$ cat config.mk
export PLATFORM = sky130hd
export DESIGN_NAME = utf8_char_lcd_line_writer_unit
export DESIGN_NICKNAME = d
export VERILOG_FILES = /design/src/rtl/ulcd_pkg.sv /design/src/rtl/utf8_char_lcd_line_writer_unit.sv /design/src/rtl/ulcd_ram.sv /design/src/rtl/ulcd_front.sv /design/src/rtl/ulcd_queue.sv /design/src/rtl/ulcd_back.sv
export SDC_FILE = /design/constraint.sdc
export NUM_CORES = 1
export LEC_CHECK = 0
export ABC_AREA = 1
export BUFFER_PORTS_ARGS = -buffer_cell sky130_fd_sc_hd__buf_4
export CORE_MARGIN = 3
export CORE_UTILIZATION = 38
export CTS_BUF_LIST = sky130_fd_sc_hd__clkbuf_4
export CTS_CLUSTER_SIZE = 40
export DETAILED_ROUTE_END_ITERATION = 8
export PLACE_DENSITY = 0.56
export RECOVER_POWER = 50
export SLEW_MARGIN = 10
export SYNTH_ARGS = -nofsm -noshare
export SYNTH_HDL_FRONTEND = slang
export SYNTH_SLANG_ARGS = --single-unit
$ cat constraint.sdc
create_clock -name clk -period 7.2 [get_ports clk]
set_input_delay 1.08 -clock clk [delete_from_list [all_inputs] [get_ports clk]]
set_output_delay 1.08 -clock clk [all_outputs]
set_load 0.005 [all_outputs]
$ cat src/rtl/ulcd_pkg.sv
`timescale 1ns / 1ps
// shared types, constants and charset mapping for the character lcd line writer
// no dependencies
package ulcd_pkg;

  localparam int COLUMNS_DEF = 16;
  localparam logic [7:0] SPACE_CHAR = 8'h20;
  localparam logic [7:0] NOT_SHOWN  = 8'hCD;
  localparam logic [7:0] LINE_BASE_RST = 8'h80;

  localparam logic [15:0] CODE_TAB = 16'h0009;
  localparam logic [15:0] CODE_LF  = 16'h000A;
  localparam logic [15:0] CODE_FF  = 16'h000C;
  localparam logic [15:0] CODE_CR  = 16'h000D;
  localparam logic [7:0]  BOM_B0   = 8'hEF;
  localparam logic [7:0]  BOM_B1   = 8'hBB;
  localparam logic [15:0] BOM_B2   = 16'h00BF;

  localparam int CFG_IDX_W = 2;
  localparam logic [CFG_IDX_W-1:0] CFG_RAW_MODE  = 2'd0;
  localparam logic [CFG_IDX_W-1:0] CFG_LINE_BASE = 2'd1;

  typedef struct packed {
    logic               req_type;
    logic signed [15:0] char_code;
    logic        [7:0]  move_column;
  } in_item_t;

  typedef struct packed {
    logic       is_data;
    logic [7:0] bus_byte;
    logic       last;
  } out_item_t;

  typedef enum logic [1:0] {
    OP_MOVE  = 2'd0,
    OP_HOME  = 2'd1,
    OP_CLEAR = 2'd2,
    OP_PUT   = 2'd3
  } op_kind_t;

  typedef struct packed {
    op_kind_t   kind;
    logic [7:0] data;
  } op_t;

  localparam logic [7:0] CYR_MAIN [64] = '{
    8'h41, 8'ha0, 8'h42, 8'ha1, 8'he0, 8'h45, 8'ha3, 8'ha4,
    8'ha5, 8'ha6, 8'h4b, 8'ha7, 8'h4d, 8'h48, 8'h4f, 8'ha8,
    8'h50, 8'h43, 8'h54, 8'ha9, 8'haa, 8'h58, 8'he1, 8'hab,
    8'hac, 8'he2, 8'had, 8'hae, 8'h07, 8'haf, 8'hb0, 8'hb1,
    8'h61, 8'hb2, 8'hb3, 8'hb4, 8'he3, 8'h65, 8'hb6, 8'hb7,
    8'hb8, 8'hb9, 8'hba, 8'hbb, 8'hbc, 8'hbd, 8'h6f, 8'hbe,
    8'h70, 8'h63, 8'hbf, 8'h79, 8'he4, 8'h78, 8'he5, 8'hc0,
    8'hc1, 8'he6, 8'hc2, 8'hc3, 8'hc4, 8'hc5, 8'hc6, 8'hc7
  };

  // code point to display charset, unmapped shows as NOT_SHOWN
  function automatic logic [7:0] map_code(input logic [15:0] v);
    logic [8:0] page;
    logic [6:0] low;
    logic [7:0] m;
    page = v[15:7];
    low  = v[6:0];
    m    = 8'h00;
    if (page == 9'h000) begin
      if (low >= 7'h20) begin
        case (low)
          7'h5C: m = 8'h04;
          7'h7B: m = 8'h05;
          7'h7C: m = 8'hD1;
          7'h7D: m = 8'h06;
          7'h7E: m = 8'hE9;
          7'h7F: m = 8'hFF;
          default: m = {1'b0, low};
        endcase
      end
    end else if (page == 9'h008) begin
      if (low == 7'h01) m = 8'hA2;
      else if (low == 7'h51) m = 8'hB5;
      else if (low >= 7'h10 && low < 7'h50) m = CYR_MAIN[6'(low - 7'h10)];
    end
    return (m == 8'h00) ? NOT_SHOWN : m;
  endfunction

endpackage

$ cat src/rtl/utf8_char_lcd_line_writer_unit.sv
`timescale 1ns / 1ps
// top level of the utf-8 character lcd line writer
// depends on ulcd_pkg, ulcd_front, ulcd_queue, ulcd_back, ulcd_ram
// a put item gives two bus bytes from the back end: the position command, then the character
// a scroll adds the base command, one byte per shifted column (ram read then emit) and a space
// form feed gives COLUMNS+1 items at one per cycle while out_stall is low; moves, homes and pending bytes none
// the back end takes a new op only from idle, once the last put, scroll or clear is done
// reset: synchronous, clears cursor, lead bytes, queue and line-valid bits (line reads as spaces)
module utf8_char_lcd_line_writer_unit #(
  parameter int COLUMNS = ulcd_pkg::COLUMNS_DEF
) (
  input  logic                               clk,
  input  logic                               rst,
  input  logic                               cfg_we,
  input  logic [ulcd_pkg::CFG_IDX_W-1:0]     cfg_index,
  input  logic [7:0]                         cfg_data,
  input  logic                               in_valid,
  input  ulcd_pkg::in_item_t                 in_item,
  output logic                               in_stall,
  output logic                               out_valid,
  output ulcd_pkg::out_item_t                out_item,
  input  logic                               out_stall
);
  logic          raw_mode;
  logic [7:0]    line_base;
  logic          q_push;
  logic          q_full;
  logic          q_valid;
  logic          q_pop;
  ulcd_pkg::op_t push_op;
  ulcd_pkg::op_t pop_op;

  // config registers, to be written only while idle; the block itself does not enforce this
  always_ff @(posedge clk) begin
    if (rst) begin
      raw_mode  <= 1'b0;
      line_base <= ulcd_pkg::LINE_BASE_RST;
    end else if (cfg_we) begin
      if (cfg_index == ulcd_pkg::CFG_RAW_MODE) raw_mode <= cfg_data[0];
      else if (cfg_index == ulcd_pkg::CFG_LINE_BASE) line_base <= cfg_data;
    end
  end

  // front: utf-8 decode and charset mapping into display ops, or raw byte ops in raw mode
  ulcd_front #(.COLUMNS(COLUMNS)) u_front (
    .clk      (clk),
    .rst      (rst),
    .raw_mode (raw_mode),
    .in_valid (in_valid),
    .in_item  (in_item),
    .in_stall (in_stall),
    .q_full   (q_full),
    .q_push   (q_push),
    .q_op     (push_op)
  );

  // short queue decoupling front and back
  ulcd_queue u_queue (
    .clk       (clk),
    .rst       (rst),
    .push      (q_push),
    .push_op   (push_op),
    .full      (q_full),
    .pop_valid (q_valid),
    .pop_op    (pop_op),
    .pop       (q_pop)
  );

  // back: cursor, line store, scroll and clear, registered bus output
  ulcd_back #(.COLUMNS(COLUMNS)) u_back (
    .clk       (clk),
    .rst       (rst),
    .line_base (line_base),
    .q_valid   (q_valid),
    .q_op      (pop_op),
    .q_pop     (q_pop),
    .out_valid (out_valid),
    .out_item  (out_item),
    .out_stall (out_stall)
  );
endmodule

$ cat src/rtl/ulcd_ram.sv
`timescale 1ns / 1ps
// generic single write, single registered read memory
// no dependencies
module ulcd_ram #(
  parameter int WIDTH = 8,
  parameter int DEPTH = 16
) (
  input  logic                     clk,
  input  logic                     we,
  input  logic [$clog2(DEPTH)-1:0] waddr,
  input  logic [WIDTH-1:0]         wdata,
  input  logic [$clog2(DEPTH)-1:0] raddr,
  output logic [WIDTH-1:0]         rdata
);
  logic [WIDTH-1:0] mem [DEPTH];

  always_ff @(posedge clk) begin
    if (we) mem[waddr] <= wdata;
    rdata <= mem[raddr];
  end
endmodule

$ cat src/rtl/ulcd_front.sv
`timescale 1ns / 1ps
// front end: accepts items, decodes utf-8 and maps to display ops
// depends on ulcd_pkg
module ulcd_front #(
  parameter int COLUMNS = ulcd_pkg::COLUMNS_DEF
) (
  input  logic               clk,
  input  logic               rst,
  input  logic               raw_mode,
  input  logic               in_valid,
  input  ulcd_pkg::in_item_t in_item,
  output logic               in_stall,
  input  logic               q_full,
  output logic               q_push,
  output ulcd_pkg::op_t      q_op
);
  logic [7:0]  first_lead, first_lead_next;
  logic [7:0]  second_lead, second_lead_next;
  logic [15:0] c;
  logic [15:0] cp;
  logic        accept;
  logic        emit;
  logic        is_put;

  assign in_stall = q_full;
  assign accept   = in_valid && !q_full;
  assign q_push   = accept && emit;

  always_comb begin
    first_lead_next  = first_lead;
    second_lead_next = second_lead;
    emit   = 1'b0;
    is_put = 1'b0;
    cp     = 16'h0000;
    q_op.kind = ulcd_pkg::OP_PUT;
    q_op.data = 8'h00;
    c = (in_item.char_code == ulcd_pkg::CODE_TAB) ? 16'h0020 : in_item.char_code;
    if (in_item.req_type) begin
      q_op.kind = ulcd_pkg::OP_MOVE;
      q_op.data = in_item.move_column;
      emit = (in_item.move_column < 8'(COLUMNS));
    end else if (in_item.char_code == ulcd_pkg::CODE_LF) begin
      emit = 1'b0;
    end else if (in_item.char_code == ulcd_pkg::CODE_CR) begin
      q_op.kind = ulcd_pkg::OP_HOME;
      emit = 1'b1;
    end else if (in_item.char_code == ulcd_pkg::CODE_FF) begin
      q_op.kind = ulcd_pkg::OP_CLEAR;
      emit = 1'b1;
      first_lead_next  = 8'h00;
      second_lead_next = 8'h00;
    end else if (raw_mode) begin
      emit = 1'b1;
      q_op.data = (c < 16'd256) ? c[7:0] : ulcd_pkg::NOT_SHOWN;
    end else if (!c[7]) begin
      first_lead_next  = 8'h00;
      second_lead_next = 8'h00;
      cp = c;
      is_put = 1'b1;
    end else if (first_lead == 8'h00) begin
      first_lead_next = c[7:0];
    end else if (second_lead == 8'h00) begin
      if (first_lead[5]) begin
        second_lead_next = c[7:0];
      end else begin
        cp = {5'b0, first_lead[4:0], c[5:0]};
        first_lead_next = 8'h00;
        is_put = 1'b1;
      end
    end else begin
      first_lead_next  = 8'h00;
      second_lead_next = 8'h00;
      // byte-order mark is swallowed
      if (!(first_lead == ulcd_pkg::BOM_B0 && second_lead == ulcd_pkg::BOM_B1 &&
            c == ulcd_pkg::BOM_B2)) begin
        cp = {first_lead[3:0], second_lead[5:0], c[5:0]};
        is_put = 1'b1;
      end
    end
    if (is_put) begin
      emit = 1'b1;
      q_op.data = ulcd_pkg::map_code(cp);
    end
  end

  always_ff @(posedge clk) begin
    if (rst) begin
      first_lead  <= 8'h00;
      second_lead <= 8'h00;
    end else if (accept) begin
      first_lead  <= first_lead_next;
      second_lead <= second_lead_next;
    end
  end
endmodule

$ cat src/rtl/ulcd_queue.sv
`timescale 1ns / 1ps
// two-entry op queue between front and back
// depends on ulcd_pkg
module ulcd_queue (
  input  logic          clk,
  input  logic          rst,
  input  logic          push,
  input  ulcd_pkg::op_t push_op,
  output logic          full,
  output logic          pop_valid,
  output ulcd_pkg::op_t pop_op,
  input  logic          pop
);
  ulcd_pkg::op_t slot [2];
  logic       wr_ptr;
  logic       rd_ptr;
  logic [1:0] count;

  assign full      = (count == 2'd2);
  assign pop_valid = (count != 2'd0);
  assign pop_op    = slot[rd_ptr];

  always_ff @(posedge clk) begin
    if (push) slot[wr_ptr] <= push_op;
  end

  always_ff @(posedge clk) begin
    if (rst) begin
      wr_ptr <= 1'b0;
      rd_ptr <= 1'b0;
      count  <= 2'd0;
    end else begin
      if (push) wr_ptr <= ~wr_ptr;
      if (pop)  rd_ptr <= ~rd_ptr;
      count <= count + 2'(push) - 2'(pop);
    end
  end

  a_no_overflow: assert property (@(posedge clk) disable iff (rst)
    full |-> !push) else $error("queue push while full");
  a_no_underflow: assert property (@(posedge clk) disable iff (rst)
    pop |-> pop_valid) else $error("queue pop while empty");
  a_count_range: assert property (@(posedge clk) disable iff (rst)
    count != 2'd3) else $error("queue count out of range");
endmodule

$ cat src/rtl/ulcd_back.sv
`timescale 1ns / 1ps
// back end: cursor, line store, scroll and clear sequencing, bus byte output
// depends on ulcd_pkg and ulcd_ram
module ulcd_back #(
  parameter int COLUMNS = ulcd_pkg::COLUMNS_DEF
) (
  input  logic                clk,
  input  logic                rst,
  input  logic [7:0]          line_base,
  input  logic                q_valid,
  input  ulcd_pkg::op_t       q_op,
  output logic                q_pop,
  output logic                out_valid,
  output ulcd_pkg::out_item_t out_item,
  input  logic                out_stall
);
  localparam int CW = $clog2(COLUMNS + 1);
  localparam int AW = $clog2(COLUMNS);
  localparam logic [CW-1:0] COLS_C = CW'(COLUMNS);
  localparam logic [AW-1:0] LAST_A = AW'(COLUMNS - 1);

  typedef enum logic [7:0] {
    S_IDLE    = 8'b0000_0001,
    S_CLR_CMD = 8'b0000_0010,
    S_CLR_SP  = 8'b0000_0100,
    S_SC_CMD  = 8'b0000_1000,
    S_SC_RD   = 8'b0001_0000,
    S_SC_DATA = 8'b0010_0000,
    S_SC_SP   = 8'b0100_0000,
    S_PUT     = 8'b1000_0000
  } state_t;

  state_t             state;
  logic [CW-1:0]      cursor;
  logic [AW-1:0]      idx;
  logic [7:0]         ch;
  logic               put_data;
  logic [COLUMNS-1:0] line_vld;
  logic               adv;
  logic               fire;
  logic               ram_we;
  logic [AW-1:0]      ram_waddr;
  logic [7:0]         ram_rdata;
  logic [7:0]         rd_byte;

  assign adv     = !out_valid || !out_stall;
  // every state but idle and the ram read wait emits an item when it advances
  assign fire    = !(state inside {S_IDLE, S_SC_RD});
  assign q_pop   = (state == S_IDLE) && q_valid;
  assign rd_byte = line_vld[idx] ? ram_rdata : ulcd_pkg::SPACE_CHAR;
  assign ram_we  = adv && ((state == S_SC_DATA) || (state == S_PUT && put_data));
  assign ram_waddr = (state == S_SC_DATA) ? AW'(idx - AW'(1)) : cursor[AW-1:0];

  ulcd_ram #(.WIDTH(8), .DEPTH(COLUMNS)) u_line (
    .clk   (clk),
    .we    (ram_we),
    .waddr (ram_waddr),
    .wdata ((state == S_SC_DATA) ? rd_byte : ch),
    .raddr (idx),
    .rdata (ram_rdata)
  );

  always_ff @(posedge clk) begin
    if (rst) begin
      state     <= S_IDLE;
      cursor    <= '0;
      idx       <= '0;
      put_data  <= 1'b0;
      line_vld  <= '0;
      out_valid <= 1'b0;
    end else begin
      if (adv) out_valid <= fire;
      case (state)
        S_IDLE: begin
          if (q_valid) begin
            case (q_op.kind)
              ulcd_pkg::OP_MOVE: cursor <= CW'(q_op.data);
              ulcd_pkg::OP_HOME: cursor <= '0;
              ulcd_pkg::OP_CLEAR: begin
                line_vld <= '0;
                state    <= S_CLR_CMD;
              end
              ulcd_pkg::OP_PUT: begin
                ch       <= q_op.data;
                put_data <= 1'b0;
                state    <= (cursor >= COLS_C) ? S_SC_CMD : S_PUT;
              end
              default: state <= S_IDLE;
            endcase
          end
        end
        S_CLR_CMD: if (adv) begin
          out_item  <= '{is_data: 1'b0, bus_byte: line_base, last: 1'b0};
          idx       <= '0;
          state     <= S_CLR_SP;
        end
        S_CLR_SP: if (adv) begin
          out_item  <= '{is_data: 1'b1, bus_byte: ulcd_pkg::SPACE_CHAR,
                         last: (idx == LAST_A)};
          idx       <= AW'(idx + AW'(1));
          if (idx == LAST_A) begin
            cursor <= '0;
            state  <= S_IDLE;
          end
        end
        S_SC_CMD: if (adv) begin
          out_item  <= '{is_data: 1'b0, bus_byte: line_base, last: 1'b0};
          cursor    <= COLS_C;
          idx       <= AW'(1);
          state     <= S_SC_RD;
        end
        // ram read issued this cycle, data ready next
        S_SC_RD: state <= S_SC_DATA;
        S_SC_DATA: if (adv) begin
          out_item  <= '{is_data: 1'b1, bus_byte: rd_byte, last: 1'b0};
          line_vld[AW'(idx - AW'(1))] <= 1'b1;
          if (idx == LAST_A) begin
            state <= S_SC_SP;
          end else begin
            idx   <= AW'(idx + AW'(1));
            state <= S_SC_RD;
          end
        end
        S_SC_SP: if (adv) begin
          out_item  <= '{is_data: 1'b1, bus_byte: ulcd_pkg::SPACE_CHAR, last: 1'b0};
          cursor    <= CW'(cursor - CW'(1));
          state     <= S_PUT;
        end
        S_PUT: if (adv) begin
          if (!put_data) begin
            out_item <= '{is_data: 1'b0, bus_byte: line_base | 8'(cursor), last: 1'b0};
            put_data <= 1'b1;
          end else begin
            out_item <= '{is_data: 1'b1, bus_byte: ch, last: 1'b1};
            line_vld[cursor[AW-1:0]] <= 1'b1;
            cursor   <= CW'(cursor + CW'(1));
            put_data <= 1'b0;
            state    <= S_IDLE;
          end
        end
        default: state <= S_IDLE;
      endcase
    end
  end

  a_cursor_range: assert property (@(posedge clk) disable iff (rst)
    cursor <= COLS_C) else $error("cursor beyond line width");
  a_last_is_data: assert property (@(posedge clk) disable iff (rst)
    (out_valid && out_item.last) |-> out_item.is_data)
    else $error("final item is not a data byte");
  a_put_in_line: assert property (@(posedge clk) disable iff (rst)
    (state == S_PUT) |-> (cursor < COLS_C)) else $error("put outside the line");
endmodule

After elaboration in Yosys (flattened, before gate mapping)
Memory sizes are Yosys's and may differ from the RTL's. A register that Yosys moved wholly into a read port is not among the register bits.
Cells that the tools add are included.
{"block": "word_totals", "ff_bits": 82, "latchBits": 0, "mem_bits_rw": 148, "romBits": 512, "n_memories": 3}
{"memory": "(name not given)", "depth": 64, "width": 8, "read_ports": 1, "rd_ports_with_merged_regs": 0, "write_ports": 0, "line_no": "ulcd_pkg.sv:81", "source": "else if (low >= 7'h10 && low < 7'h50) m = CYR_MAIN[6'(low - 7'h10)];"}
{"memory": "u_back.u_line.mem", "depth": 16, "width": 8, "read_ports": 1, "rd_ports_with_merged_regs": 1, "write_ports": 1, "line_no": "ulcd_ram.sv:15", "source": "logic [WIDTH-1:0] mem [DEPTH];"}
{"memory": "u_queue.slot", "depth": 2, "width": 10, "read_ports": 1, "rd_ports_with_merged_regs": 1, "write_ports": 1, "line_no": "ulcd_queue.sv:14", "source": "ulcd_pkg::op_t slot [2];"}
{"block": "op_classes", "addsub": 7, "multipliers": 0, "div": 0, "n_lt_le_gt_ge": 12, "eq_ne": 49, "shift": 0, "muxes": 120, "n_bitwise": 11, "n_reduce_logical": 42}
{"op": "8-bit two-way mux", "n": 39}
{"op": "16-bit two-way mux", "n": 15}
{"op": "10-bit two-way mux", "n": 8}
{"op": "16-bit by 4-bit == test with 1-bit output (second input constant)", "n": 4}
{"op": "8-bit case mux with 8 select lines", "n": 1}
{"op": "10-bit case mux with 5 select lines", "n": 1}
{"op": "7-bit == test (second input constant)", "n": 7}
{"op": "16-bit case mux with 3 select lines", "n": 1}
{"op": "8-bit case mux with 6 select lines", "n": 1}
{"op": "5-bit two-way mux", "n": 7}
{"op": "16-bit OR", "n": 2}
{"op": "1-bit two-way mux", "n": 30}
{"op": "5-bit case mux with 5 select lines", "n": 1}
{"op": "8-bit == test (second input constant)", "n": 3}
{"op": "8-bit zero test", "n": 3}
{"op": "4-bit two-way mux", "n": 6}
{"op": "2-bit by 1-bit inequality test with 1-bit output (second input constant)", "n": 11}
{"op": "6-bit AND reduction", "n": 3}
{"op": "16-bit by 8-bit == test with 1-bit output (second input constant)", "n": 1}
{"op": "16-bit by 9-bit less-than comparator with 1-bit output (second input constant)", "n": 1}
{"op": "4-bit case mux with 4 select lines", "n": 1}
{"op": "8-bit case mux with 2 select lines", "n": 1}
{"op": "4-bit by 5-bit less-than comparator with 1-bit output (second input constant)", "n": 3}
{"op": "7-bit AND reduction", "n": 2}
{"op": "other kinds (56)", "n": 89}

Depth between registers and ports, before layout
Gate-level depths: netlist (run 1).
{"block": "logic_depth", "depth_word": 27, "mapped_depth": 27}

Modules after synthesis
From an unflattened synthesis (run 1), not the netlist that was laid out.
{"block": "hier_totals", "cells_unflattened": 1731, "area_unflattened_um2": 13691.9}
{"module": "ulcd_ram", "instances": 1, "cells_per_inst": 551, "area_per_inst_um2": 5766.8, "seq_area_each_um2": 4003.8}
{"module": "ulcd_back", "instances": 1, "cells_per_inst": 514, "area_per_inst_um2": 3554.7, "seq_area_each_um2": 1241.2}
{"module": "ulcd_front", "instances": 1, "cells_per_inst": 547, "area_per_inst_um2": 2991.6, "seq_area_each_um2": 320.3}
{"module": "ulcd_queue", "instances": 1, "cells_per_inst": 62, "area_per_inst_um2": 985.9, "seq_area_each_um2": 700.7}
{"module": "utf8_char_lcd_line_writer_unit", "instances": 1, "cells_per_inst": 57, "area_per_inst_um2": 392.9, "seq_area_each_um2": 180.2}

Least setup slack after synthesis (run 1)
No wires, ideal clock.
{"block": "synth_path", "path_kind": "input port to flip-flop", "start": "input in_item[15] in the netlist's numbering", "end": "memory u_queue.slot[0][0] in the netlist's numbering (data pin)", "setup_ns": 0.157, "t_arrival_ns": 3.610, "required_time_ns": 7.043, "path_slack_ns": 3.433, "path_stages": 22, "cell_sequence": "buf_4 > nor2_2 > nand2_2 > nor2_1 > nand2_2 > nand3_4 > nor2_4 > nand3_2 > inv_1 > ha_1 > inv_1 > nor2_1 > o21ai_0 > nand2_1 > nor2_1 > nand2_1 > nand2_1 > a21oi_1 > nand2_1 > nor2_1 > nand2_1 > a21oi_1"}
{"element": "from (decl)", "line_no": "utf8_char_lcd_line_writer_unit.sv:18", "source": "input ulcd_pkg::in_item_t in_item,"}
{"element": "to (decl)", "line_no": "ulcd_queue.sv:14"}

Final worst setup path (run 1)
{"block": "layout_path", "start": "register u_back.idx[0]", "end": "memory u_back.u_line.mem[1][0] (data pin)"}
{"block": "layout_between", "elab_chain_len": 4}
{"element": "from (decl)", "line_no": "ulcd_back.sv:35", "source": "logic [AW-1:0] idx;"}
{"element": "from (signal assigned)", "line_no": "ulcd_back.sv:100", "source": "idx <= AW'(idx + AW'(1));"}
{"element": "from (signal assigned)", "line_no": "ulcd_back.sv:120", "source": "idx <= AW'(idx + AW'(1));"}
{"element": "1-bit binary-select mux with 4-bit select", "line_no": "ulcd_back.sv:50", "source": "assign rd_byte = line_vld[idx] ? ram_rdata : ulcd_pkg::SPACE_CHAR;"}
{"element": "1-bit two-way mux (implied by the code)", "line_no": "ulcd_back.sv:50"}
{"element": "8-bit two-way mux", "line_no": "ulcd_back.sv:50"}
{"element": "8-bit two-way mux", "line_no": "ulcd_back.sv:58", "source": ".wdata ((state == S_SC_DATA) ? rd_byte : ch),"}
{"element": "net u_back.u_line.wdata[0]", "line_no": "ulcd_ram.sv:11", "source": "input logic [WIDTH-1:0] wdata,"}
{"element": "to (decl)", "line_no": "ulcd_ram.sv:15"}
The timed path passes the listed nets, and every way through them passes these cells. The select of a mux whose other input is x is not followed.

==> summary.md, run 1 <==
| Metric | Value |
|---|---|
| Hold Vio Cnt, Final | 0 |
| Mapped Area | 0.01259 sq mm |
| Starting Density | 38.60% |
| Layout Nets | 1668 |
| Global-route wire length before repair | 56320 um |
| Largest net degree at the start of global routing | 78 |
| Failing checks | max-capacitance violations, max-slew violations |
| CTS H-tree lvls | 3 |
| Post-synth EDFFs | 166 |
| FF-to-FF Start | u_back.idx[0] |
| WP data arrival | 5.43 ns |
| Total grt overflow | 0 |
| Critical path depth in cells | 11 |
| Most frequent cells in the layout | 299 x nand2_1, 247 x nor2_1, 167 x inv_1, 166 x edfxtp_1, 140 x o21ai_0 |
| Net Count, Synth | 1589 |
| Cell Chain, Critical Path | inv_1 > clkbuf_1 > o21ai_0 > o221ai_1 > nand3_1 > nand2_1 > inv_1 > nor2_1 > inv_1 > o22ai_1 > clkbuf_1 |
| Final number of setup-violating endpoints | 0 |
| CP max FO | 70 |
| Commonest non-fill, non-tap cell in the layout | nand2_1 |
| Max Slew Vio Count | 71 |
| Fraction of layout cells with a size suffix above 1 | 12.17% |
| Crit path max-delay family | buffers and inverters |
| Reg2reg end | u_back.u_line.mem[1][0] |
| Clk slew on worst S/H paths | 0.06 ns |
| CP Class | reg -> reg |
| Synth area leader | edfxtp_1 |
| Post-CTS Setup Repair Bufs | 0 |
| TNS Setup | 0 ns |
| Synth warnings | 0 |
| Most common flop cell mapped by yosys | edfxtp_1 |
| Library cells used by synthesis | 55 |
| #FFs+latches synth | 239 |
| Worst rel slew slack | -109.9% |
| Achievable frequency | 195.6 MHz |
| CP Launch Type | flip-flop |
| Row Count | 66 |
| Total CTS buffers | 66 |
| DRC viols | 0 |
| Buf+Inv Stages, Crit Path | 5 |
| Outcome | finished, violations left |
| RSZ-0062 raised after global routing | false |
| Part of the cycle the worst path needs | 71.01% |
| Final critical-path required period | 5.113 ns |
| Yosys top cell area share | 39.59% |
| Setup slack, reg-to-reg | 2.09 ns |
| Worst Tran Pin Value | 3.148 ns |
| Syn Area/Cell | 8.245 sq um |
| Post-Route WL | 35940 um |
| Placed cell areas | 0.01340 sq mm |
| Reg2Reg Depth | 11 |
| Vias | 11001 |
| Final ANT Viol Nets | 0 |
| First-pass iteration count of the detailed router | 6 |
| Hold Buf Count CTS | 0 |
| Final clock skew | 0.06073 ns |
| Crit path largest cell delay | 2.25 ns |
| Critical Path End Type | flip-flop |
| LEAKAGE | 5.649 nW |
| VDD IR-drop max | 0.09580 mV |
| Skew-Pair Late Insertion Delay | 0.69 ns |
| Root Buffer | clkbuf_4 |
| FFs w/ async S/R, synth | 0% |
| Placeable Area | 0.03262 sq mm |
| Gpl congestion | 0.9099 |
| Post-CTS sizing | 0 |
| Drt first-iter violations | 918 |
| CTS tree | yes |
| Via-to-Cell Ratio | 5.249 |
| Die width | 188.0 um |
| Antenna violations before repair | 1 |
| Clock Path Buffers | 3 |
| Post-Layout Inst Area | 0.01417 sq mm |
| Most used cell, CP | inv_1 |
| # Max-Cap Violations | 1 |
| Sequential fraction of the synthesis area | 51.20% |
| Mapped Cells | 1527 |
| Total track usage | 20.01% |
| Max stage delay cell, worst path | clkbuf_1 |
| Number of port buffers | 51 |
| Critical path data required time | 7.52 ns |
| Vias in the first global route | 10490 |
| Critical path endpoint | u_back.u_line.mem[1][0] |
| Routed WL per cell | 17.14 um |
| Layout area overhead | 12.57% |
| HPWL Detailed | 24700 um |
| Die H | 188.0 um |
| DIE AREA | 0.03535 sq mm |
| Power Density | 269.4 mW/mm^2 |
| Largest cells by area after synthesis | edfxtp_1 40%, dfxtp_1 12%, nand2_1 8.9% |
| Worst hold path class | reg -> reg |
| IO Pins | 52 |
| Clk sinks | 239 |
| CP startpoint | u_back.idx[0] |
## through the flow
stage | worst slack [ns] | utilization [%] | hold WS (ns) | cells | total power, mW
finish | 2.087 | 43.45 | 0.4491 | 2096 | 3.818
global route | 1.495 | 43.45 | 0.4654 | 2096 | 4.071
CTS | 3.239 | 43.69 | 0.4466 | 2094 | 3.860
detailed placement | 2.555 | 41.09 | 0.4387 | 1980 | 2.619
global placement | 2.616 | 41.09 | 0.4353 | 1980 | 2.616
floorplan | 3.433 | - | 0.4257 | 1527 | 2.337
## worst min path at each step
| stage | startpoint | end | slack (ns) | depth (start not counted) |
|---|---|---|---|---|
| after global routing | u_back.line_vld[8] | u_back.line_vld[8] | 0.47 | 2 |
| after CTS | u_back.line_vld[0] | u_back.line_vld[0] | 0.45 | 2 |
| final | u_back.line_vld[0] | u_back.line_vld[0] | 0.45 | 2 |
| after floorplan | u_queue.rd_ptr | flip-flop | 0.43 | 1 |
| after global placement | u_back.line_vld[0] | u_back.line_vld[0] | 0.44 | 2 |
| after detailed placement | u_back.line_vld[0] | u_back.line_vld[0] | 0.44 | 2 |
## metal layers
layer,vias up,wire length (um),GRT usage (%)
li1,5412,-,-
met5,-,0,0
met1,5167,16120,26.71
met3,55,2194,3.552
met4,0,707,6.753
met2,367,16910,32.98
## cells in the mapped netlist, types with 5 or more instances
library cell  instances
buf_2                 6
o22ai_1              24
ha_1                 21
nor2_2               11
nor2_1              246
nand4_1              13
a21oi_1              83
edfxtp_1            166
nand3_1              85
nand2_2               9
nor4_1                5
o21ai_0             140
o211ai_1             10
mux2_2                5
o221ai_1             24
o31ai_1               9
a221oi_1              7
inv_1               166
xor2_1                5
nor3_1               27
nand2_1             297
dfxtp_1              73
clkbuf_1             43
## flip-flops by register name, summed over array words and instances, names as in the netlist, named ones only
signal / cells
u_back.state: 8
u_back.cursor: 5
raw_mode: 1
u_back.put_data: 1
u_queue.slot: 20
u_back.idx: 4
u_back.out_item: 10
u_back.u_line.rdata: 8
u_front.second_lead: 8
u_back.ch: 8
u_back.u_line.mem: 128
u_queue.count: 2
u_back.line_vld: 16
u_front.first_lead: 8
u_queue.wr_ptr: 1
u_queue.rd_ptr: 1
line_base: 8
u_back.out_valid: 1
## kinds of logic (layout without fill, tap and decap cells)
family                     after synthesis  in the layout  share of synthesized area (%)
DFF                                    239            239                          51.20
muxes                                    6              6                         0.5267
xor gates and xnor gates                 5              5                         0.3478
and+or+nand+nor                        710            710                          23.95
buffers and inverters                  227            352                          7.146
adders and majority gates               22             22                          2.246
other                                    0              2                              0
AOI/OAI and AO/OA                      318            318                          14.58
## power by group
group / switching [mW] / internal [mW]
clock: 0.561 / 0.664
sequential: 0.0579 / 1.57
combinational: 0.674 / 0.289
total: 1.29 / 2.52
## cell type report
class / count / area [sq um]
Clock inverter: 8 / 50.05
Clock buffer: 106 / 795.8
Sequential cell: 239 / 6446
Timing Repair Buffer: 67 / 446.7
Multi-Input combinational cell: 1061 / 5231
Antenna cell: 2 / 5.005
Inverter: 171 / 644.4
Fill cell: 3338 / 18450
Tap cell: 442 / 553.0
## worst register-to-register path, delay by kind of cell, from the launching register on
kind | cells | cell delay (ns)
and+or+nand+nor | 3 | 0.34
AOI/OAI and AO/OA | 3 | 0.74
buffers and inverters | 5 | 3.38
DFF | 1 | 0.31
No activity file was read; power rests on OpenSTA's default activity.
==> run 2, diff against run 1 <==
Clock period 7.2 ns to 4.85 ns, I/O delays scaled along.
==> run 2 against run 1 <==
Compared with the run above: the run now ends clean; flip-flop and latch count is the same; non-clock buffer count grew 6; total power grew 51%; fmax grew 29%; cell count grew 0.38%; clock-buffer cell count shrank 6; clock skew shrank 0.0011 ns; global-route usage grew 0.47 points; critical path depth is the same; worst hold slack lost 0.16 ns; first-iteration DRC count grew 3.3%; highest routed layer unchanged.
==> summary.md, run 2 (synthesis gave the netlist of run 1 again) <==
| Metric | Value |
|---|---|
| Outcome | finished, final reports clean |
| Final number of setup-violating endpoints | 0 |
| Total track usage | 20.48% |
| Clk sinks | 239 |
| Clock Path Buffers | 3 |
| Placed cell areas | 0.01345 sq mm |
| Commonest non-fill, non-tap cell in the layout | nand2_1 |
| Final ANT Viol Nets | 0 |
| Part of the cycle the worst path needs | 81.88% |
| Hold Vio Cnt, Final | 0 |
| Layout Nets | 1675 |
| Drt first-iter violations | 948 |
| IO Pins | 52 |
| # Max-Cap Violations | 0 |
| Via-to-Cell Ratio | 5.228 |
| Cell Chain, Critical Path | nor2_1 > inv_1 > nor2_1 > inv_1 > nor4_1 > clkbuf_1 > inv_1 > nand2_1 > nor2_1 > a2111oi_0 > buf_4 |
| WP data arrival | 4.31 ns |
| Number of port buffers | 51 |
| CTS H-tree lvls | 3 |
| Achievable frequency | 251.8 MHz |
| RSZ-0062 raised after global routing | false |
| Worst Tran Pin Value | 1.322 ns |
| Layout area overhead | 13.53% |
| Vias in the first global route | 10659 |
| Post-Layout Inst Area | 0.01429 sq mm |
| CP Launch Type | flip-flop |
| DIE AREA | 0.03535 sq mm |
| Clk slew on worst S/H paths | 0.06 ns |
| Largest regs | u_back.u_line.mem (128), u_queue.slot (20), u_back.line_vld (16) |
| Starting Density | 38.60% |
| Utilization after layout | 43.82% |
| Die width | 188.0 um |
| Max stage delay cell, worst path | a2111oi_0 |
| Largest net degree at the start of global routing | 78 |
| Global-route wire length before repair | 57780 um |
| Routed WL per cell | 17.07 um |
| LEAKAGE | 5.732 nW |
| Total CTS buffers | 67 |
| Antenna violations before repair | 1 |
| Die H | 188.0 um |
| Max FFs per register | 128 |
| Worst rel slew slack | 9.583% |
| CP Class | reg -> reg |
| Placeable Area | 0.03262 sq mm |
| Critical path data required time | 5.19 ns |
| Worst hold path class | in -> reg |
| Layout fillers | 3322 |
| Row Count | 66 |
| Post-Route WL | 35910 um |
| Final critical-path required period | 3.971 ns |
| Total grt overflow | 0 |
| Most frequent cells in the layout | 299 x nand2_1, 247 x nor2_1, 167 x inv_1, 166 x edfxtp_1, 140 x o21ai_0 |
| Max Slew Vio Count | 0 |
| Root Buffer | clkbuf_4 |
| Final clock skew | 0.05963 ns |
| DRC viols | 0 |
| Vias | 11000 |
| Hold Buf Count CTS | 0 |
| Top reg by flops | u_back.u_line.mem |
| TNS Setup | 0 ns |
| First-pass iteration count of the detailed router | 5 |
| Gpl congestion | 0.9250 |
| VDD IR-drop max | 0.1390 mV |
| Post-CTS Setup Repair Bufs | 0 |
| Skew-Pair Late Insertion Delay | 0.67 ns |
| Post-CTS sizing | 0 |
| CP max FO | 14 |
| HPWL Detailed | 24940 um |
| Critical Path End Type | flip-flop |
| Crit path largest cell delay | 1.10 ns |
| Total power | 5.779 mW |
| Fraction of layout cells with a size suffix above 1 | 12.58% |
| CTS tree | yes |
| Power Density | 404.3 mW/mm^2 |
## run 2: cell types whose count changed in the layout (fill, tap and decap cells not counted), moves of 2 or more
cell	change
buf_4	+9
bufinv_16	+3
clkbuf_4	-4
clkinv_2	+2
clkinvlp_4	-3
clkbuf_1	-5
clkinv_1	+6
## run 2: worst paths after layout
kind,startpoint,cells after the start,end,slack (ns)
hold reg to reg,u_back.line_vld[0],2,u_back.line_vld[0],0.45
setup reg to reg,u_back.state[2],11,u_back.out_item[3],0.88
setup / recovery,u_back.state[2],11,u_back.out_item[3],0.88
hold / removal,cfg_data[7],3,line_base[7],0.29
## run 2: critical path, delay by kind of cell (launching register included)
family / cells / cell delay (ns)
compound gates: 1 / 1.10
simple gates: 5 / 0.82
flops: 1 / 0.33
buf+inv: 5 / 1.40
## run 2: layout make-up
type                            instances  area (sq um)  area share [%]
Tap cell                              442         553.0           3.869
Sequential cell                       239          6446           45.10
Clock inverter                         17         153.9           1.077
Timing Repair Buffer                   73         510.5           3.572
Multi-Input combinational cell       1061          5231           36.60
Clock buffer                          100         750.7           5.253
Inverter                              171         644.4           4.508
Antenna cell                            1         2.502         0.01751
## run 2: where the power goes
group	internal, mW	total (mW)	switching (mW)
clock network	1.10	1.93	0.823
logic	0.429	1.43	1.00
registers	2.33	2.42	0.0868
## run 2: routing by layer
layer	wire [um]	up-vias	track usage, %	share of wire, %
li1	-	5416	-	-
met1	16140	5215	27.18	45
met3	1910	52	3.982	5.3
met4	915	0	7.706	2.5
met5	0	-	0	0
met2	16940	317	33.28	47
## run 2: metrics by stage
stage | std cells | hold slack (ns) | worst slack [ns]
final | 2104 | 0.2935 | 0.8787
after global routing | 2104 | 0.2279 | 0.3939
after CTS | 2103 | 0.2147 | 1.004
after detailed placement | 1986 | 0.4411 | 0.6716
after global placement | 1986 | 0.4353 | 0.5833
after floorplan | 1527 | 0.4257 | 1.217
==> run 3, diff against run 2 <==
Clock period 4.85 ns to 4.1 ns, I/O delays scaled along.
==> run 3 against run 2 <==
Compared with the run above: the run now ends with max-capacitance violations, max-slew violations left; sequential share of layout area decreased by 0.24 points; clock power increased by 12%; worst hold slack worse by 0.10 ns; via count is 0.84% higher; largest cell class unchanged; largest power group unchanged; highest routed layer unchanged.
==> summary.md, run 3 (synthesis gave the netlist of run 1 again) <==
| Metric | Value |
|---|---|
| Worst Tran Pin Value | 1.624 ns |
| Routed WL per cell | 17.12 um |
| Gpl congestion | 0.9313 |
| Vias | 11092 |
| Outcome | finished, violations left |
| Vias in the first global route | 10786 |
| Reg2reg end | u_back.u_line.mem[1][4] |
| Critical Path End Type | flip-flop |
| Final clock skew | 0.03795 ns |
| Worst rel slew slack | -8.299% |
| Worst hold path cell count | 3 |
| Part of the cycle the worst path needs | 91.29% |
| Placeable Area | 0.03262 sq mm |
| Total grt overflow | 0 |
| Global-route wire length before repair | 57800 um |
| Total power | 6.749 mW |
| Layout fillers | 3354 |
| VDD IR-drop max | 0.1748 mV |
| Skew-Pair Late Insertion Delay | 0.68 ns |
| Met1 WL | 16110 um |
| Failing checks | max-capacitance violations, max-slew violations |
| Critical path data required time | 4.44 ns |
| Largest net degree at the start of global routing | 78 |
| Most frequent cells in the layout | 298 x nand2_1, 246 x nor2_1, 166 x inv_1, 166 x edfxtp_1, 140 x o21ai_0 |
| Total track usage | 20.48% |
| Clock Path Buffers | 3 |
| Reg2Reg Depth | 10 |
| # Max-Cap Violations | 1 |
| CTS tree | yes |
| Hold Buf Count CTS | 0 |
| Top reg by flops | u_back.u_line.mem |
| Worst hold slack | 0.1895 ns |
| Power Density | 469.7 mW/mm^2 |
| DRC viols | 0 |
| Commonest non-fill, non-tap cell in the layout | nand2_1 |
| Root Buffer | clkbuf_4 |
| Min-Delay Startpoint | cfg_data[3] |
| Drt first-iter violations | 889 |
| Post-CTS Setup Repair Bufs | 0 |
| CP Class | reg -> reg |
| Hold worst-path end | line_base[3] |
| Max FFs per register | 128 |
| Final ANT Viol Nets | 0 |
| Achievable frequency | 267.2 MHz |
| Die H | 188.0 um |
| Total CTS buffers | 67 |
| Worst hold path class | in -> reg |
| Layout area overhead | 14.14% |
| Worst setup margin | 0.3573 ns |
| Clk slew on worst S/H paths | 0.06 ns |
| Row Count | 66 |
| HPWL Detailed | 25060 um |
| Setup slack, reg-to-reg | 0.36 ns |
| Uppermost routed layer | met4 |
| Die width | 188.0 um |
| Layout Nets | 1693 |
| Via-to-Cell Ratio | 5.235 |
| Final number of setup-violating endpoints | 0 |
| WP data arrival | 4.08 ns |
| LEAKAGE | 5.801 nW |
| Largest regs | u_back.u_line.mem (128), u_queue.slot (20), u_back.line_vld (16) |
| Fraction of layout cells with a size suffix above 1 | 13.66% |
| Antenna violations before repair | 1 |
| Met2 WL | 16970 um |
| RSZ-0062 raised after global routing | false |
| CTS H-tree lvls | 3 |
| Hold Vio Cnt, Final | 0 |
| CP startpoint | u_back.idx[0] |
| TNS Setup | 0 ns |
| CP max FO | 77 |
| Post-Route WL | 36280 um |
| First-pass iteration count of the detailed router | 6 |
| Number of port buffers | 51 |
| DIE AREA | 0.03535 sq mm |
| Final critical-path required period | 3.743 ns |
| FF-to-FF Start | u_back.idx[0] |
| IO Pins | 52 |
| Place WS | 0.2789 ns |
| CP Launch Type | flip-flop |
| Clk sinks | 239 |
| WL met3 | 2311 um |
| Max Slew Vio Count | 78 |
| Starting Density | 38.60% |
run 3: cell count changes in the layout (fill, tap and decap cells not counted), moves of 2 or more:
| cell | delta |
|---|---|
| clkinv_1 | -3 |
| buf_4 | +16 |
| bufinv_16 | -2 |
| inv_2 | +2 |
| clkbuf_2 | +2 |
| clkinv_4 | +2 |
run 3: repair_timing:
action,CTS,global route
endpoints found under the hold margin,0,0
endpoints found under the setup margin,0,10
resized for setup,0,2
run 3: final cells by class:
| class | count | area [sq um] | share of cell area, % |
|---|---|---|---|
| inverter | 171 | 644.4 | 4.484 |
| clock buffer | 101 | 758.2 | 5.276 |
| clock inverter | 13 | 90.09 | 0.6269 |
| antenna | 1 | 2.502 | 0.01741 |
| sequential | 239 | 6446 | 44.86 |
| timing repair buffer | 91 | 640.6 | 4.458 |
| multi-input combinational | 1061 | 5235 | 36.43 |
| tap | 442 | 553.0 | 3.849 |
run 3: power by group:
part | switching [mW] | leakage [nW] | internal (mW) | total, mW
Combinational | 1.19 | 3.20 | 0.524 | 1.71
Clock | 0.987 | 0.509 | 1.19 | 2.17
Sequential | 0.103 | 2.10 | 2.76 | 2.86
run 3: worst max-delay path, stage by stage (launching register included):
cell and delay, ns:
dfxtp_1 0.34, clkbuf_2 1.18, o21ai_0 0.18, o221ai_1 0.33, nand3_1 0.11, nand2_1 0.10, inv_1 0.06, nor2_1 0.12
inv_1 0.16, o21ai_0 0.18, clkbuf_1 0.65
run 3: through the flow:
step                instances  cell area (sq um)  util [%]
floorplan                1527              12590         -
global placement         2004              13580     41.65
detailed placement       2004              13580     41.65
CTS                      2118              14430     44.25
global route             2119              14370     44.05
finish                   2119              14370     44.05
run 3: layer usage:
layer / vias to the layer above / track usage, %
met4: 0 / 7.619
met2: 398 / 33.21
met3: 64 / 4.431
met5: - / 0
li1: 5433 / -
met1: 5197 / 26.98
run 3: how the worst max path moves through the flow:
stage	cells past startpoint	slack [ns]	endpoint
after CTS	23	0.48	u_queue.slot[0][7]
final	10	0.36	u_back.u_line.mem[1][4]
after global routing	10	0.05	u_back.u_line.mem[1][4]
after detailed placement	25	0.28	u_queue.slot[0][7]
after global placement	25	0.34	u_queue.slot[0][3]
after floorplan	9	0.47	u_back.out_item[0]
